--- src/design/ihs_pkg.sv ---
// Shared types and constants for the hop search block.
package ihs_pkg;

    localparam logic [1:0] CMD_CLEAR  = 2'd0;
    localparam logic [1:0] CMD_ADD    = 2'd1;
    localparam logic [1:0] CMD_QUERY  = 2'd2;
    localparam logic [1:0] CMD_UNUSED = 2'd3;

    localparam logic [1:0] ADDR_NODE_COUNT = 2'd0;
    localparam logic [6:0] NODE_COUNT_RST  = 7'd64;

    typedef enum logic [2:0] {
        S_IDLE,
        S_DECODE,
        S_ADD_WR,
        S_SCAN,
        S_DRAIN,
        S_LEVEL
    } t_state;

    typedef struct packed {
        logic capture;
        logic clear_rows;
        logic add_rd;
        logic add_wr;
        logic q_init;
        logic scan_rd;
        logic level_upd;
        logic finish;
        logic fin_found;
    } t_dp_cmd;

    typedef struct packed {
        logic [1:0] cmd;
        logic       edge_ok;
        logic       src_eq_goal;
        logic       src_ok;
        logic       single_node;
        logic       last_idx;
        logic       hit;
        logic       next_empty;
        logic       depth_last;
    } t_dp_stat;

endpackage

--- src/design/ihs_ctrl.sv ---
// Sequencer for clear, edge add and level-by-level query.
module ihs_ctrl (
    input  logic               i_clk,
    input  logic               i_rst_n,
    input  logic               i_start,
    input  ihs_pkg::t_dp_stat  i_stat,
    output ihs_pkg::t_dp_cmd   o_cmd,
    output logic               o_busy
);

    ihs_pkg::t_state r_state;
    ihs_pkg::t_state n_state;

    always_ff @(posedge i_clk) begin
        if (!i_rst_n) begin
            r_state <= ihs_pkg::S_IDLE;
        end else begin
            r_state <= n_state;
        end
    end

    always_comb begin
        n_state = r_state;
        o_cmd   = '0;
        case (r_state)
            ihs_pkg::S_IDLE: begin
                if (i_start) begin
                    o_cmd.capture = 1'b1;
                    n_state       = ihs_pkg::S_DECODE;
                end
            end
            ihs_pkg::S_DECODE: begin
                n_state = ihs_pkg::S_IDLE;
                case (i_stat.cmd)
                    ihs_pkg::CMD_CLEAR: begin
                        o_cmd.clear_rows = 1'b1;
                    end
                    ihs_pkg::CMD_ADD: begin
                        // read the row here, merge and write it back next cycle
                        if (i_stat.edge_ok) begin
                            o_cmd.add_rd = 1'b1;
                            n_state      = ihs_pkg::S_ADD_WR;
                        end
                    end
                    ihs_pkg::CMD_QUERY: begin
                        if (i_stat.src_eq_goal) begin
                            o_cmd.finish    = 1'b1;
                            o_cmd.fin_found = 1'b1;
                        end else if (!i_stat.src_ok || i_stat.single_node) begin
                            o_cmd.finish = 1'b1;
                        end else begin
                            o_cmd.q_init = 1'b1;
                            n_state      = ihs_pkg::S_SCAN;
                        end
                    end
                    default: begin
                        n_state = ihs_pkg::S_IDLE;
                    end
                endcase
            end
            ihs_pkg::S_ADD_WR: begin
                o_cmd.add_wr = 1'b1;
                n_state      = ihs_pkg::S_IDLE;
            end
            ihs_pkg::S_SCAN: begin
                o_cmd.scan_rd = 1'b1;
                if (i_stat.last_idx) begin
                    n_state = ihs_pkg::S_DRAIN;
                end
            end
            ihs_pkg::S_DRAIN: begin
                n_state = ihs_pkg::S_LEVEL;
            end
            ihs_pkg::S_LEVEL: begin
                o_cmd.level_upd = 1'b1;
                if (i_stat.hit) begin
                    o_cmd.finish    = 1'b1;
                    o_cmd.fin_found = 1'b1;
                    n_state         = ihs_pkg::S_IDLE;
                end else if (i_stat.next_empty || i_stat.depth_last) begin
                    o_cmd.finish = 1'b1;
                    n_state      = ihs_pkg::S_IDLE;
                end else begin
                    n_state = ihs_pkg::S_SCAN;
                end
            end
            default: begin
                n_state = ihs_pkg::S_IDLE;
            end
        endcase
    end

    assign o_busy = (r_state != ihs_pkg::S_IDLE);

endmodule

--- config.mk ---
export PLATFORM = sky130hd
export DESIGN_NAME = ihs_ctrl
export DESIGN_NICKNAME = d
export VERILOG_FILES = /design/src/design/ihs_pkg.sv /design/src/design/ihs_ctrl.sv
export SDC_FILE = /design/constraint.sdc
export NUM_CORES = 1
export LEC_CHECK = 0
export ABC_AREA = 1
export BUFFER_PORTS_ARGS = -buffer_cell sky130_fd_sc_hd__buf_2
export CAP_MARGIN = 20
export CORE_AREA = 2 2 39 41
export DETAILED_ROUTE_END_ITERATION = 10
export DIE_AREA = 0 0 41 43
export GPL_TIMING_DRIVEN = 0
export HOLD_SLACK_MARGIN = 0.02
export RECOVER_POWER = 100
export SYNTH_ARGS = -nofsm -noshare
export SYNTH_HDL_FRONTEND = slang
export SYNTH_SLANG_ARGS = --single-unit
--- constraint.sdc ---
create_clock -name i_clk -period 1.1 [get_ports i_clk]
set_clock_uncertainty 0.2 [all_clocks]
set_input_delay 0.055 -clock i_clk [delete_from_list [all_inputs] [get_ports i_clk]]
set_output_delay 0.055 -clock i_clk [all_outputs]
set_load 0.03 [all_outputs]
After elaboration in Yosys (flattened, before gate mapping)

Index checks and enable logic that the tools add are counted.

Register bits after elaboration: 3
Bits of input ports: 13
Logic and storage cells: 47

Equality and inequality tests: 9
Muxes and demuxes: 30
Reductions and logical operators: 7

Operators with widths:

| cell                                                                   | number |
|---|---|
| 1-bit two-way mux                                                      | 18 |
| 3-bit case mux with 5 select lines                                     | 1 |
| 3-bit two-way mux                                                      | 4 |
| 2-bit two-way mux                                                      | 5 |
| 3-bit by 2-bit equality test with 1-bit output (second input constant) | 2 |
| 3-bit equality test (second input constant)                            | 2 |
| 3-bit case mux with 2 select lines                                     | 1 |
| 2-bit != test (second input constant)                                  | 2 |
| 2-bit case mux with 2 select lines                                     | 1 |
| 3-bit by 1-bit equality test with 1-bit output (second input constant) | 1 |
| 3-bit zero test                                                        | 1 |
| 3-bit nonzero test                                                     | 1 |
| 2-bit by 1-bit equality test with 1-bit output (second input constant) | 1 |
| 2-bit equality test (second input constant)                            | 1 |
| 2-bit zero test                                                        | 1 |
| 1-bit logical OR                                                       | 2 |
| 2-bit AND reduction                                                    | 1 |
| 1-bit zero test                                                        | 1 |

Longest topological paths before layout

Word-level depth: 6
Mapped depth: 8
Gate-level depth less buffers: 8

Worst setup path after synthesis

OpenSTA, ideal clock, no wires.

Path kind: register to output
From: reg r_state[2]
To: out o_cmd[1] in the netlist's numbering
Data arrival time: 1.291 ns
Setup slack: -0.446 ns
Stages on the path, launching flop included: 3
Cells stage by stage: dfxtp_1 nand2_2 o31ai_1

RTL lines:

| item                   | RTL line       | source |
|---|---|---|
| from (decl)            | ihs_ctrl.sv:11 | `ihs_pkg::t_state r_state;` |
| from (signal assigned) | ihs_ctrl.sv:16 | `r_state <= ihs_pkg::S_IDLE;` |
| from (signal assigned) | ihs_ctrl.sv:18 | `r_state <= n_state;` |
| to (decl)              | ihs_ctrl.sv:7  | `output ihs_pkg::t_dp_cmd o_cmd,` |

==> metrics.md <==
| Metric | Value |
|---|---|
| Status | `finished with violations` |
| Failing checks | `negative hold slack, negative setup slack` |
| Peak VDD IR | `495 µV` |
| Final period util | `1.27` |
| Pwr Density | `694 nW/µm²` |
| Largest net degree at the start of global routing | `6` |
| Buffers added on ports | `22` |
| Top-area cell type share of the netlist area | `0.175` |
| Final min period | `around 1400 ps` |
| Largest family of logic cells by synthesized area | `simple AND/OR/NAND/NOR gates` |
| Die Ht | `43 µm` |
| Synth Area in Simple Gates | `0.434` |
| Layout cell share with drive strength beyond 1 | `0.674` |
| Mapped Nets | `71` |
| Initial drt markers | `0` |
| Largest regs | `r_state (3)` |
| Area delta synth->final | `109%` |
| Detail Route Antenna Nets | `0` |
| Avg Cell Area, Syn | `~6.2 µm²` |
| Final Util | `0.517` |
| Most frequent cells in the layout | `buf_2 (12), inv_1 (10), buf_6 (9), buf_4 (8), nand2_1 (7)` |
| RSZ-0062 raised after global routing | `yes` |
| Vias in the first global route | `401` |
| Core area | `between 1000 and 1500 µm²` |
| Setup ws final | `-298 ps` |
| Largest Register | `r_state` |
| Adder-cell share of the synthesized area | `0.109` |
| Setup CP Type | `reg2out` |
| GPL Wtd Cong | `0.730` |
| Critical Path Sink Type | `output pin` |
| Max reg flops | `3` |
| Clk buf depth | `2` |
| WHS | `-12.3 ps` |
| Leak | `~0.37 nW` |
| First-pass GRT wire length | `1440 µm` |
| Final hold vios | `1` |
| I/O Pins | `23` |
| Initial antenna violation count | `0` |
| Area leader, netlist | `dfxtp_1` |
| Min-Delay Path Class | `in2reg` |
| Fill cell count | `147` |
| CTS Root Cell | `clkbuf_4` |
| Synth Area in Compound Gates | `0.117` |
| Ranking of synthesized cells by area | `dfxtp_1 (18%), inv_1 (14%), ha_1 (11%)` |
| Clock-pin slew on the worst setup and hold paths | `40 ps` |
| Gr ovfl total | `0` |
| Worst path required time | `840 ps` |
| Xor/xnor cell area share of the yosys netlist | `0` |
| Clk_lat worst skew | `240 ps` |
| Synthesized area | `343 µm²` |
| Max-slew violations | `0` |
| Inserted Diodes | `0` |
| # hold bufs at CTS | `1` |
| Row cnt | `14` |
| Arr. time, crit path | `between 1000 and 1500 ps` |
| Vias per inst | `around 4.4` |
| Most common cell after layout, fill and taps aside | `buf_2` |
| CTS HTree Levels | `1` |
| CTS tree | `built` |
| Mapped Cells | `55` |
| Detailed placement HPWL | `668 µm` |
| Power consumption | `a little under 0.5 mW` |
| GRT Total Usage | `0.124` |
| Post-synthesis mux area share | `0` |
| Die ar. | `around 1800 µm²` |
| Seq cells post-synth | `3` |
| Register area share after synthesis | `0.175` |
| Drc violations | `0` |
| Wire per inst | `approximately 9 µm` |
| Initial Utilization | `0.248` |
| Worst rel slew slack | `0.658` |
| DRT Pass-1 Iters | `1` |
| Dpl ws | `-301 ps` |
| Startpoint types | `flip-flop` |
| Synth cell types | `18` |
| Fmax | `0.715 GHz` |
| Max cap viols | `0` |
| Total CTS buffers | `3` |
| Worst-path fanout max | `4` |
| Detailed Route WL | `about 950 µm` |
| Worst-Margin Slew | `~510 ps` |
| Via count | `approximately 460` |
| Die Wd | `41 µm` |
| Clk sink count | `3` |
| Final setup vio count | `13` |
| Final net count | `106` |
| Yosys warning total | `0` |
[synth_stat cells]
master	count
inv_1	13
nor2_2	1
dfxtp_1	3
a21oi_2	1
a32o_1	1
nor3_1	3
nor2_1	7
nand2_1	9
inv_2	2
o21ai_2	1
nand2_2	4
nand3_1	1
nand3_2	2
nand4_1	1
ha_1	3
a21oi_1	1
o31ai_1	1
nor2_4	1
[stage by stage]
step / std cells / instance area, µm² / TNS, ps
2_1_floorplan: 55 / 403 / -1120
3_3_place_gp: 93 / 533 / -1330
3_5_place_dp: 93 / 533 / -1390
4_1_cts: 102 / 682 / -2930
5_1_grt: 105 / 716 / -3680
6_report: 105 / 716 / -2850
[worst max-delay path, stage by stage (launching register included)]
cell     delay, ps
dfxtp_4        380
inv_4           40
nand3_4         60
inv_2           50
a32o_2         240
buf_6          130
[cell families after synthesis]
family                   count (synthesis)
AND/OR/NAND/NOR                         29
adder cells (fa/ha/maj)                  3
AO/OA/AOI/OAI                            5
flip-flops                               3
buffers and inverters                   15
[cell type report]
cell class | instances | area (µm²) | area share
flip-flops and latches | 3 | 71.3 | 0.0997
clock buffers | 4 | 26.3 | 0.0367
repair buffers | 30 | 231 | 0.323
well taps | 16 | 20.0 | 0.0280
inverters | 15 | 61.3 | 0.0857
multi-input cells | 37 | 305 | 0.427
[layer usage]
metal  wire length (µm)  track usage  up-vias
met4                 19        0.100        0
met1                336        0.115      207
met5                  0            0        -
met2                533        0.209       16
li1                   -            -      239
met3                 57       0.0314        2
[power breakdown]
part	leakage (nW)	switching [mW]	internal, mW
registers	0.0266	0.00810	0.109
clock network	0.0150	0.0606	0.136
logic	0.325	0.102	0.0809
[timing repair]
item | in CTS | in global routing
resized for setup | 27 | 4
setup endpoints to repair | 13 | 13
buffers inserted | 4 | 3
endpoints found under the hold margin | 3 | 1
pin swaps | 2 | 2
[path summary, 6_finish.rpt]
| check | startpoint | to | slack [ps] | cells after the start |
|---|---|---|---|---|
| worst min-delay path | i_stat[3] | r_state[0]$_SDFFE_PN0P_ | -10 | 5 |
| worst min register to register | r_state[1]$_SDFFE_PN0P_ | r_state[2]$_SDFFE_PN0P_ | 370 | 3 |
| worst max-delay path | r_state[2]$_SDFFE_PN0P_ | o_cmd[0] | -300 | 5 |
| worst max register to register | r_state[1]$_SDFFE_PN0P_ | r_state[0]$_SDFFE_PN0P_ | -220 | 8 |
Note: power is estimated with default switching activity, not from simulation.
